[src/design/occ_pkg.sv]
// Shared constants, types and relation update functions for the order closure block.
package occ_pkg;

	localparam int VertexCount = 16;
	localparam int VW = $clog2(VertexCount);

	localparam logic [1:0] REL_NONE = 2'd0;
	localparam logic [1:0] REL_LE   = 2'd1;
	localparam logic [1:0] REL_LT   = 2'd2;

	localparam logic [1:0] KIND_ADD_VERTEX = 2'd0;
	localparam logic [1:0] KIND_ADD_CONSTR = 2'd1;
	localparam logic [1:0] KIND_SATURATE   = 2'd2;

	typedef logic [VertexCount-1:0][1:0] row_t;
	typedef logic [VW-1:0] vtx_t;

	function automatic logic [1:0] occ_put(logic [1:0] cur, logic [1:0] rel, logic self_edge);
		logic [1:0] res;
		res = cur;
		if (rel == REL_LE) begin
			if (!self_edge && cur == REL_NONE) res = REL_LE;
		end else if (rel == REL_LT) begin
			res = REL_LT;
		end
		return res;
	endfunction

	function automatic row_t occ_compose(row_t ri, row_t rk, logic [1:0] a, vtx_t i);
		row_t res;
		logic [1:0] rel;
		res = ri;
		for (int j = 0; j < VertexCount; j++) begin
			if (a != REL_NONE && rk[j] != REL_NONE) begin
				rel = (a == REL_LE && rk[j] == REL_LE) ? REL_LE : REL_LT;
				res[j] = occ_put(ri[j], rel, vtx_t'(j) == i);
			end
		end
		return res;
	endfunction

endpackage

[src/design/occ_row_ram.sv]
// Relation matrix row memory: one write port, two registered read ports.
module occ_row_ram (
	input  logic              clk,
	input  logic              we,
	input  occ_pkg::vtx_t     waddr,
	input  occ_pkg::row_t     wdata,
	input  occ_pkg::vtx_t     raddr_a,
	input  occ_pkg::vtx_t     raddr_b,
	output occ_pkg::row_t     rdata_a,
	output occ_pkg::row_t     rdata_b
);

	occ_pkg::row_t mem [occ_pkg::VertexCount];

	always_ff @(posedge clk) begin
		if (we) mem[waddr] <= wdata;
		rdata_a <= mem[raddr_a];
		rdata_b <= mem[raddr_b];
	end

endmodule

[src/design/order_constraint_closure.sv]
// Order constraint closure: present map, row memory of relations and control sequencer.
// Add vertex or rejected constraint: straight to the result state; add constraint:
// one row read-modify-write (read state, then write state). Saturate: a read state and a
// write state per (row, pivot) pair, 256 pairs per sweep of the 16x16 matrix,
// repeated until a sweep changes nothing. One item at a time. After reset a pass
// clears the 16 matrix rows; no item is accepted until it finishes.
module order_constraint_closure (
	input  logic        clk,
	input  logic        arst_n,
	input  logic        s_tvalid,
	output logic        s_tready,
	input  logic [15:0] s_tdata,  // first_vertex[3:0], second_vertex[7:4], strict[8]
	input  logic [1:0]  s_tuser,  // kind[1:0]
	output logic        m_tvalid,
	input  logic        m_tready,
	output logic [7:0]  m_tdata   // status[0], consistent[1]
);

	typedef enum logic [2:0] {
		ST_CLR, ST_IDLE, ST_ADD_RD, ST_ADD_WR, ST_SAT_RD, ST_SAT_WR, ST_FIN
	} state_t;

	state_t state_q;
	logic [occ_pkg::VertexCount-1:0] present_q;
	occ_pkg::vtx_t v1_q, v2_q, i_q, k_q, clr_q;
	logic strict_q, status_q, cons_q, changed_q, bad_q;

	logic we;
	occ_pkg::vtx_t waddr, raddr_a, raddr_b;
	occ_pkg::row_t wdata, rdata_a, rdata_b, new_row;
	logic [1:0] add_cur, add_rel;
	logic k_last, sweep_end, diag_lt;

	occ_row_ram u_ram (
		.clk(clk), .we(we), .waddr(waddr), .wdata(wdata),
		.raddr_a(raddr_a), .raddr_b(raddr_b), .rdata_a(rdata_a), .rdata_b(rdata_b)
	);

	occ_pkg::vtx_t in_v1, in_v2;
	assign in_v1 = s_tdata[3:0];
	assign in_v2 = s_tdata[7:4];
	assign s_tready = (state_q == ST_IDLE);

	assign k_last = (k_q == occ_pkg::vtx_t'(occ_pkg::VertexCount - 1));
	assign sweep_end = k_last && (i_q == occ_pkg::vtx_t'(occ_pkg::VertexCount - 1));
	assign diag_lt = (rdata_a[i_q] == occ_pkg::REL_LT);

	always_comb begin
		add_cur = rdata_a[v2_q];
		add_rel = strict_q ? occ_pkg::REL_LT : occ_pkg::REL_LE;
		new_row = occ_pkg::occ_compose(rdata_a, rdata_b, rdata_a[k_q], i_q);
		raddr_a = (state_q == ST_ADD_RD) ? v1_q : i_q;
		raddr_b = k_q;
		we = 1'b0;
		waddr = i_q;
		wdata = new_row;
		unique case (state_q)
			ST_CLR: begin
				we = 1'b1;
				waddr = clr_q;
				wdata = '0;
			end
			ST_ADD_WR: begin
				we = 1'b1;
				waddr = v1_q;
				wdata = rdata_a;
				wdata[v2_q] = occ_pkg::occ_put(add_cur, add_rel, v1_q == v2_q);
			end
			ST_SAT_WR: we = (new_row != rdata_a);
			default: we = 1'b0;
		endcase
	end

	always_ff @(posedge clk or negedge arst_n) begin
		if (!arst_n) begin
			state_q <= ST_CLR;
			present_q <= '0;
			clr_q <= '0;
			m_tvalid <= 1'b0;
			m_tdata <= '0;
			v1_q <= '0;
			v2_q <= '0;
			i_q <= '0;
			k_q <= '0;
			strict_q <= 1'b0;
			status_q <= 1'b0;
			cons_q <= 1'b0;
			changed_q <= 1'b0;
			bad_q <= 1'b0;
		end else begin
			if (m_tvalid && m_tready && state_q != ST_FIN) m_tvalid <= 1'b0;
			unique case (state_q)
				ST_CLR: begin
					clr_q <= clr_q + 1'b1;
					if (clr_q == occ_pkg::vtx_t'(occ_pkg::VertexCount - 1)) state_q <= ST_IDLE;
				end
				ST_IDLE: begin
					if (s_tvalid) begin
						v1_q <= in_v1;
						v2_q <= in_v2;
						strict_q <= s_tdata[8];
						status_q <= (s_tuser == occ_pkg::KIND_ADD_CONSTR) &&
							!(present_q[in_v1] && present_q[in_v2]);
						cons_q <= 1'b0;
						i_q <= '0;
						k_q <= '0;
						changed_q <= 1'b0;
						bad_q <= 1'b0;
						unique case (s_tuser)
							occ_pkg::KIND_ADD_VERTEX: begin
								present_q[in_v1] <= 1'b1;
								state_q <= ST_FIN;
							end
							occ_pkg::KIND_ADD_CONSTR: begin
								if (present_q[in_v1] && present_q[in_v2]) state_q <= ST_ADD_RD;
								else state_q <= ST_FIN;
							end
							occ_pkg::KIND_SATURATE: state_q <= ST_SAT_RD;
							default: state_q <= ST_FIN;
						endcase
					end
				end
				ST_ADD_RD: state_q <= ST_ADD_WR;
				ST_ADD_WR: state_q <= ST_FIN;
				ST_SAT_RD: state_q <= ST_SAT_WR;
				ST_SAT_WR: begin
					k_q <= k_q + 1'b1;
					if (k_last) i_q <= i_q + 1'b1;
					if (sweep_end) begin
						changed_q <= 1'b0;
						bad_q <= 1'b0;
						if (!(changed_q | we)) begin
							cons_q <= !(bad_q | diag_lt);
							state_q <= ST_FIN;
						end else begin
							state_q <= ST_SAT_RD;
						end
					end else begin
						changed_q <= changed_q | we;
						bad_q <= bad_q | diag_lt;
						state_q <= ST_SAT_RD;
					end
				end
				ST_FIN: begin
					if (!m_tvalid || m_tready) begin
						m_tvalid <= 1'b1;
						m_tdata <= {6'd0, cons_q, status_q};
						state_q <= ST_IDLE;
					end
				end
				default: state_q <= ST_IDLE;
			endcase
		end
	end

endmodule
[config.mk]
export PLATFORM = sky130hd
export DESIGN_NAME = order_constraint_closure
export DESIGN_NICKNAME = d
export VERILOG_FILES = /design/src/design/occ_pkg.sv /design/src/design/occ_row_ram.sv /design/src/design/order_constraint_closure.sv
export SDC_FILE = /design/constraint.sdc
export NUM_CORES = 1
export LEC_CHECK = 0
export ABC_CLOCK_PERIOD_IN_PS = 5100
export CAP_MARGIN = 40
export CORE_MARGIN = 4
export CORE_UTILIZATION = 45
export DETAILED_ROUTE_END_ITERATION = 8
export DONT_BUFFER_PORTS = 1
export GPL_TIMING_DRIVEN = 0
export PLACE_DENSITY_LB_ADDON = 0.25
export SYNTH_ARGS = -nofsm -noshare
export SYNTH_HDL_FRONTEND = slang
export SYNTH_SLANG_ARGS = --single-unit
[constraint.sdc]
create_clock -name clk -period 5.1 [get_ports clk]
set_input_delay 0.51 -clock clk [delete_from_list [all_inputs] [get_ports clk]]
set_output_delay 0.51 -clock clk [all_outputs]
set_load 0.01 [all_outputs]
[After elaboration in Yosys (flattened, before gate mapping)]
Memory sizes are Yosys's and may differ from the RTL's. A register that Yosys moved wholly into a read port is not among the register bits.
Index checks and enable logic that the tools add are counted.
Word-level totals
  register bits after elaboration: 47
  bits in writable memories: 512
  input port bits: 22
  output and inout bits: 10
  word-level logic and storage cells: 367
  memories: 1
Memory list
  u_ram.mem: depth 16, bits a word 32, read ports 2, clocked after memory_dff 2, wr ports 1, line occ_row_ram.sv:13  | occ_pkg::row_t mem [occ_pkg::VertexCount];
Operators by class
  add/sub/neg operators: 3
  magnitude comparators: 7
  equality and inequality tests: 87
  multiplexer cells: 129
  bitwise logic cells: 3
  reduce and logical (&&, ||, !) cells: 123
Operators by type and width (count)
  2-bit 2-to-1 mux: 90
  2-bit by 1-bit == test with 1-bit output (second input constant): 35
  32-bit case mux with 2 select lines: 1
  1-bit logical AND: 56
  2-bit == test (second input constant): 19
  2-bit logical NOT: 18
  2-bit nonzero test: 18
  32-bit bitwise mux: 1
  4-bit == test (first input constant): 8
  32-bit inequality test: 1
  4-bit by 5-bit < comparator with 1-bit output (second input constant): 5
  2-bit binary-select mux with 4-bit select: 3
  4-bit case mux with 2 select lines: 3
  3-bit case mux with 7 select lines: 1
  1-bit logical NOT: 20
  3-bit by 4-bit == test with 1-bit output (first input constant): 4
  16-bit bitwise OR: 1
  3-bit 2-to-1 mux: 5
  1-bit 2-to-1 mux: 13
  4-bit by 1-bit adder with 4-bit output (second input constant): 3
  4-bit == test (second input constant): 3
  4-bit 2-to-1 mux: 3
  2-bit inequality test (second input constant): 6
  3-bit == test (second input constant): 3
  20 further kinds: 32

[Depth between registers and ports, before layout]
Gate-level depths: netlist (run 1).
  depth after elaboration: 15
  mapped depth: 12
  depth with buffers taken out: 9

[Hierarchy]
A second synthesis (run 1) with hierarchy kept.
Second synthesis, totals
  cells, all modules: 1775
  area total of the unflattened synthesis: 29356.9 um^2
By module, submodules not included
  occ_row_ram: times used 1, cells an instance 1141, area each 24203.2 um^2, seq. area each 16656.0 um^2
  order_constraint_closure: times used 1, cells an instance 634, area each 5153.7 um^2, seq. area each 1176.1 um^2

[Least setup slack after synthesis (run 1)]
OpenSTA, ideal clock, no wires.
  kind: register to register
  start point: register k_q[0]
  end point: memory u_ram.mem[12][0] (netlist bit) (enable)
  library setup time: 0.432 ns
  arrival: 3.968 ns
  required time: 4.668 ns
  path slack: 0.700 ns
  stages on the path, launching flop included: 10
  buffers on the path: 1
  clock period less this slack: 4.400 ns
  cells stage by stage: dfrtp_1 > buf_6 > mux2_1 > o22a_1 > nand3_2 > nand2_1 > a2111o_1 > a31oi_2 > o311ai_4 > a21oi_1
Between the ends
  word-level cells in the longest chain between the ends: 13
RTL lines
  start, declared: line order_constraint_closure.sv:25  | occ_pkg::vtx_t v1_q, v2_q, i_q, k_q, clr_q;
  start signal, assigned: line order_constraint_closure.sv:127  | k_q <= k_q + 1'b1;
  2-bit binary-select mux with 4-bit select *: line order_constraint_closure.sv:51  | new_row = occ_pkg::occ_compose(rdata_a, rdata_b, rdata_a[k_q], i_q);
  2-bit 2-to-1 mux (implied by the code) *: line order_constraint_closure.sv:51
  2-bit by 1-bit == test with 1-bit output: line occ_pkg.sv:35  | rel = (a == REL_LE && rk[j] == REL_LE) ? REL_LE : REL_LT;
  1-bit logical AND: line occ_pkg.sv:35
  2-bit 2-to-1 mux: line occ_pkg.sv:35
  2-bit == test: line occ_pkg.sv:23  | end else if (rel == REL_LT) begin
  2-bit 2-to-1 mux: line occ_pkg.sv:23
  2-bit 2-to-1 mux: line occ_pkg.sv:21  | if (rel == REL_LE) begin
  2-bit 2-to-1 mux: line occ_pkg.sv:34  | if (a != REL_NONE && rk[j] != REL_NONE) begin
  32-bit inequality test *: line order_constraint_closure.sv:69  | ST_SAT_WR: we = (new_row != rdata_a);
  1-bit case mux with 2 select lines *: line order_constraint_closure.sv:57  | unique case (state_q)
  1-bit 2-to-1 mux *: line occ_row_ram.sv:16  | if (we) mem[waddr] <= wdata;
  1-bit 2-to-1 mux (implied by the code) *: line occ_row_ram.sv:16
  end, declared: line occ_row_ram.sv:13
Mark *: on every way between the ends. The rest lies on a longest branch, timed or not. The select of a mux whose other input is x is not followed.

[Worst setup path after layout (run 1)]
  start point: register k_q[1]
  end point: memory u_ram.mem[10][19] (netlist bit) (enable)
Same word-level chain as after synthesis.

==> results of run 1 <==
per-layer routing:
| layer | track usage (%) | vias to the layer above | wire length [microns] |
|---|---|---|---|
| met5 | 0 | - | 0 |
| met4 | 12.5 | 0 | 5270 |
| met3 | 7.97 | 273 | 12000 |
| li1 | - | 7756 | - |
| met2 | 47.4 | 1386 | 49400 |
| met1 | 41.1 | 10300 | 39700 |
power breakdown:
group / switching (mW) / internal [mW]
Sequential: 1.17 / 8.20
Clock: 2.09 / 2.99
Combinational: 6.61 / 4.19
final timing paths:
path	end	start	cells after the start	slack (ns)
max in group asynchronous	present_q[15]$_DFFE_PN0P_	arst_n	2	4.46
min	present_q[4]$_DFFE_PN0P_	s_tdata[2]	1	0.05
max reg2reg	u_ram.mem[10][19]$_DFFE_PP_	k_q[1]$_DFFE_PN0P_	12	0.11
min reg2reg	status_q$_DFFE_PN0P_	status_q$_DFFE_PN0P_	2	0.50
max	u_ram.mem[10][19]$_DFFE_PP_	k_q[1]$_DFFE_PN0P_	12	0.11
min in group asynchronous	v1_q[2]$_DFFE_PN0P_	arst_n	2	0.42
synth_stat cells (all sizes together), types with 4 or more instances:
library cell and n:
xnor2 7, mux2i 15, buf 49, dfrtp 47, mux2 9, a21o 8
o311ai 5, nor4b 4, nand2b 20, nor2b 6, nand4 5, a22oi 17
ha 9, nor2 69, a22o 4, o22ai 5, inv 22, nor3 13
clkbuf 81, or2 5, o211ai 8, and2 39, nand2 154, a21oi 52
a211oi 52, nand3 19, a221o 5, mux4 316, dfxtp 64, o21bai 13
a31o 5, edfxtp 512, a221oi 6, a31oi 38, a2111oi 7, o21ai 38
cell families (layout without fill, tap and decap cells):
logic type               Yosys count  after routing  share of synthesized area, %
AO/OA/AOI/OAI                    291            291                          6.88
AND/OR/NAND/NOR                  354            354                          5.63
other                              1              7                        0.0126
buffers and inverters            152            394                          2.16
flip-flops                       623            623                          59.9
multiplexers                     340            340                          24.8
adder cells (fa/ha/maj)            9              9                         0.378
XOR/XNOR                           9              9                         0.265
registers in the layout, summed over array words and instances, names as in the netlist:
signal and cells:
u_ram.mem 512, u_ram.rdata_a 32, u_ram.rdata_b 32, present_q 16, clr_q 4, i_q 4
k_q 4, v1_q 4, v2_q 4, state_q 3, m_tdata 2, bad_q 1
changed_q 1, cons_q 1, m_tvalid 1, status_q 1, strict_q 1
layout make-up:
cell class,count,area (sq um)
Antenna cell,1,2.50
Buffer,130,573
Clock buffer,92,1930
Clock inverter,34,389
Fill cell,5108,30400
Inverter,22,82.6
Multi-Input combinational cell,1009,11600
Sequential cell,623,17800
Tap cell,864,1080
Timing Repair Buffer,116,1810
metrics by stage:
step / instances / setup WS [ns] / setup TNS, ns / total power [mW]
after detailed placement: 2751 / -0.0394 / -1.07 / 19.9
after floorplan: 1784 / 0.700 / 0 / 14.8
final: 2891 / 0.113 / 0 / 25.3
after CTS: 2888 / 0.0153 / 0 / 25.1
after global placement: 2648 / -3.59 / -1765.93 / 18.7
after global routing: 2890 / 0.104 / 0 / 26.1
what timing repair did:
action	CTS	global route
setup endpoints to repair	40	0
hold endpoints to repair	51	0
hold buffers	6	0
setup buffers	5	0
gates resized for setup	0	0
==> reports/summary.txt, run 1 <==
worst slew pin tran = 1.01 ns
CP max stage delay = 0.69 ns
crit path capture type = flop
post-synthesis sequential area ratio = 59.9%
Post-DRT Antenna Nets = 0
syn_area_per_cell = 16.7 sq um
worst min path class = in2reg
CTS Sinks = 623
later-pin clock latency in the skew report = 0.63 ns
Slowest cell on crit path = a21oi_4
largest net degree at the start of global routing = 48
die area = 70,300 sq um
number of CTS-inserted buffers = 69
Setup Skew = 0.0283 ns
CTS max path bufs = 3
pwr dens = 716 nW/um^2
RSZ-0062 raised after global routing = no
leading area contributor after synthesis = edfxtp_1
Final Hold Fails = 0
WHS = 0.0512 ns
commonest cells after routing, fill and taps aside = 512 x edfxtp_1, 314 x mux4_2, 154 x nand2_1
fin. max-slew vios = 0
chip width = 265 microns
commonest non-fill, non-tap cell in the layout = edfxtp_1
Post-synth top flop = edfxtp_1
top-area cell type share of the netlist area = 51.6%
CP arrival = 5.30 ns
Non-Filler Cell Area, Final = 35,300 sq um
ranking of synthesized cells by area = edfxtp_1 52%, mux4_2 24%, dfxtp_1 4.3%, dfrtp_1 4.0%, nand2_1 1.9%
max_cap viols = 0
min cycle time layout = 4.99 ns
CP startpoint kind = flop
antenna violations before repair = 1
Cells after Synth = 1,779
setup violators final = 0
overall routed net length = 106 mm
Wirelength per Cell = 36.8 microns
placed inst area = 32,800 sq um
Worst-path clk slew = 0.06 ns
core area = 65,600 sq um
Starting Density = 45.4%
nets@finish = 2,002
# DRC = 0
total track usage = 30.4%
fmax = 0.201 GHz
Root Driver = clkbuf_16
Netlist cell types = 81
io pins = 32
worst setup path class = reg2reg
DRT Pass-1 Iters = 6
Max FO, Critical Path = 13
H-tree depth = 3
Port Buffer Count = 0
yosys warns = 0
Yosys reg bits = 623
Crit path top cell by count = nand2_1
routability congestion estimate = 1.01
worst path required time = 5.41 ns
HPWL Detailed = 78.0 mm
cell family with most CP delay = compound AO/OA/AOI/OAI gates
share of cells above drive strength 1 = 31.1%
Layout Utilization = 53.7%
asr flop ratio synth = 7.54%
area of the mapped netlist = 29,800 sq um
Pleak = 11.8 nW
vias in the first global route = 19,800
Slew headroom = 32.5%
via count = 19,700
Post-synth EDFFs = 512
DIE HEIGHT = 265 microns
status = complete, no violations
global-route wire length before repair = 150 mm
post-route clock period utilization = 97.8%
# rows = 94
Congestion Overflow GR = 0
Buf/Inv on CP = 4
Cell Chain, Critical Path = clkbuf_1, nand2_1, o22a_1, nand3_2, nand2_1, a21oi_1, a41o_1, o311ai_4, buf_12, buf_4, a21oi_4, buf_16
DR vias/cell = 6.81
Layout area overhead = 18.5%
Peak VDD IR = 0.000357 V
TritonCTS clock tree = done
First DRT Iteration DRCs = 2,701
Note: power is estimated with default switching activity, not from simulation.
==> run 2: changes to the inputs <==
- BUFFER_PORTS_ARGS: unset -> -buffer_cell sky130_fd_sc_hd__buf_2
- DONT_BUFFER_PORTS: 1 -> unset
==> reports/summary.txt, run 2 (synthesis results as in run 1) <==
status = complete, no violations
Slowest cell on crit path = clkbuf_1
max reg flops = 512 (unchanged)
wire length on met2 = 50.0 mm (+1.1%)
fin. max-slew vios = 0 (unchanged)
io pins = 32 (unchanged)
met1 WL = 39.6 mm (-0.37%)
cell count after placement = 2,771 (+0.73%)
switching power = 9.97 mW (+0.87%)
pwr dens = 716 nW/um^2 (about the same)
Switching Fraction = 39.5% (+0.43 points)
Top Registers = u_ram.mem x512, u_ram.rdata_a x32, u_ram.rdata_b x32
H-tree depth = 3 (unchanged)
reg2reg start = k_q[1]$_DFFE_PN0P_
number of CTS-inserted buffers = 68 (-1.4%)
worst setup path class = reg2reg
Port Buffer Count = 15 (+15)
Layout area overhead = 18.3%
First DRT Iteration DRCs = 3,333 (+23%)
Wirelength per Cell = 37.3 microns (+1.2%)
r2r worst-path depth = 12 (unchanged)
total track usage = 30.5% (+0.090 points)
global-route wire length before repair = 151 mm (+0.36%)
Congestion Overflow GR = 0 (unchanged)
Pint = 15.2 mW (-0.93%)
flop2flop setup slack = 0.11 ns (about the same)
largest net degree at the start of global routing = 26 (-46%)
Root Driver = clkbuf_16
DR vias/cell = 6.96 (+2.2%)
vias in the first global route = 19,800 (+0.081%)
routability congestion estimate = 0.994 (-1.9%)
HPWL Detailed = 78.5 mm (+0.64%)
Starting Density = 45.4% (unchanged)
clock network power share = 19.7% (-0.4 points)
Crit path top cell by count = buf_16
CP startpoint kind = flop
post-route clock period utilization = 97.9% (about the same)
worst slew pin tran = 1.08 ns (+0.0700 ns)
overall routed net length = 108 mm (+1.5%)
Final Hold Fails = 0 (unchanged)
share of cells above drive strength 1 = 31.3% (+0.24 points)
Slew headroom = 27.9% (-4.7 points)
die area = 70,300 sq um (unchanged)
via count = 20,200 (+2.5%)
later-pin clock latency in the skew report = 0.64 ns (about the same)
Max FO, Critical Path = 12 (-1)
Critical Path Source = k_q[1]$_DFFE_PN0P_
DRT Pass-1 Iters = 6 (unchanged)
worst path required time = 5.42 ns (about the same)
setup slack after layout = 0.109 ns (-0.00340 ns)
# rows = 94 (unchanged)
CTS max path bufs = 3 (unchanged)
commonest non-fill, non-tap cell in the layout = edfxtp_1
core area = 65,600 sq um (unchanged)
antenna violations before repair = 1 (unchanged)
wire length on met3 = 13.2 mm (+9.6%)
RSZ-0062 raised after global routing = no
chip width = 265 microns (unchanged)
commonest cells after routing, fill and taps aside = 512 x edfxtp_1, 314 x mux4_2, 154 x nand2_1
Worst-path clk slew = 0.06 ns (about the same)
DR top layer = met4
worst min path class = in2reg
setup bufs post-CTS = 0 (-5)
Peak VDD IR = 0.000374 V (+4.6%)
crit path capture type = flop
CP max stage delay = 0.62 ns (-0.07 ns)
Finished Layout Cells = 2,900 (+0.31%)
most flop-heavy register = u_ram.mem
Worst Setup EP = u_ram.mem[1][13]$_DFFE_PP_
DP Worst Slack = 0.194 ns (+0.234 ns)
max_cap viols = 0 (unchanged)
CTS Sinks = 623 (unchanged)
fmax = 0.200 GHz (about the same)
nets@finish = 2,011 (+0.45%)
Cell Chain, Critical Path = clkbuf_1, nand2b_1, o22a_1, nand3_2, nand2_1, a2111o_1, a31oi_2, o311ai_4, buf_8, a21oi_4, buf_16, buf_16
# DRC = 0 (unchanged)
sequential power share = 36.9% (-0.2 points)
Gate power share = 43.4% (+0.6 points)
Reg-to-Reg End = u_ram.mem[1][13]$_DFFE_PP_
setup violators final = 0 (unchanged)
TritonCTS clock tree = done
CP arrival = 5.31 ns (about the same)
Pleak = 11.8 nW (about the same)
min cycle time layout = 4.99 ns (+0.00340 ns)
total inserted antenna cells = 0 (-1)
Post-DRT Antenna Nets = 0 (unchanged)
DIE HEIGHT = 265 microns (unchanged)
Setup Skew = 0.0381 ns (+0.00977 ns)
run 2: changes by cell type in the layout (fill, tap and decap cells not counted), sizes merged:
cell / previous run / this run
buf: 160 / 174
bufinv: 6 / 4
clkinv: 18 / 21
clkinvlp: 4 / 3
diode: 1 / 0
dlygate4sd3: 5 / 1
run 2: cell type report:
type                       count  area [sq um]
buffer                       130           571
fill                        5215         30400
multi-input combinational   1009         11600
inverter                      22          82.6
tap                          864          1080
sequential                   623         17800
timing repair buffer         126          1820
clock inverter                34           355
clock buffer                  92          1890
run 2: per-stage QoR:
step / utilization, % / TNS (ns) / power [mW] / cell area (sq um) / hold WS (ns)
final: 53.7 / 0 / 25.2 / 35200 / 0.0975
after global routing: 53.7 / 0 / 25.9 / 35200 / 0.114
after CTS: 53.6 / 0 / 24.9 / 35200 / 0.0652
after detailed placement: 50.2 / 0 / 19.9 / 32900 / 0.484
after global placement: 47.2 / -1885.87 / 18.6 / 30900 / 0.480
after floorplan: - / 0 / 14.8 / 29800 / 0.214
run 2: how the worst min path moves through the flow:
stage / startpoint / end / slack, ns / cells after the start
2_1_floorplan: arst_n / bad_q$_DFFE_PN0P_ / 0.21 / 0
3_3_place_gp: present_q[0]$_DFFE_PN0P_ / present_q[0]$_DFFE_PN0P_ / 0.48 / 1
3_5_place_dp: present_q[0]$_DFFE_PN0P_ / present_q[0]$_DFFE_PN0P_ / 0.48 / 1
4_1_cts: s_tdata[8] / strict_q$_DFFE_PN0P_ / 0.07 / 3
5_1_grt: s_tdata[8] / strict_q$_DFFE_PN0P_ / 0.11 / 3
6_report: s_tdata[8] / strict_q$_DFFE_PN0P_ / 0.1 / 3
run 2: worst max-delay path, delay by kind of cell (launching register included):
kind	cells	cell delay, ns
AOI/OAI and AO/OA	5	2.15
buffers and inverters	4	1.27
DFF	1	0.36
and+or+nand+nor	3	0.85
run 2: power by group through the flow:
stage / logic, mW / clock network, mW / registers, mW
6_report: 10.9 / 4.97 / 9.30
5_1_grt: 11.3 / 5.24 / 9.32
4_1_cts: 10.7 / 5.03 / 9.21
3_5_place_dp: 10.6 / 0 / 9.31
3_3_place_gp: 9.17 / 0 / 9.43
2_1_floorplan: 6.01 / 0 / 8.80
run 2: what timing repair did:
| item | 4_1_cts | 5_1_grt |
|---|---|---|
| endpoints found under the setup margin | 0 | 45 |
| hold buffers | 1 | 0 |
| hold endpoints to repair | 22 | 0 |
| resized for setup | 0 | 1 |
run 2: per-layer routing:
layer,global-route usage (%),vias up
met1,41.6,10500
met5,0,-
met3,7.39,275
met4,12.0,0
met2,47.9,1642
li1,-,7789
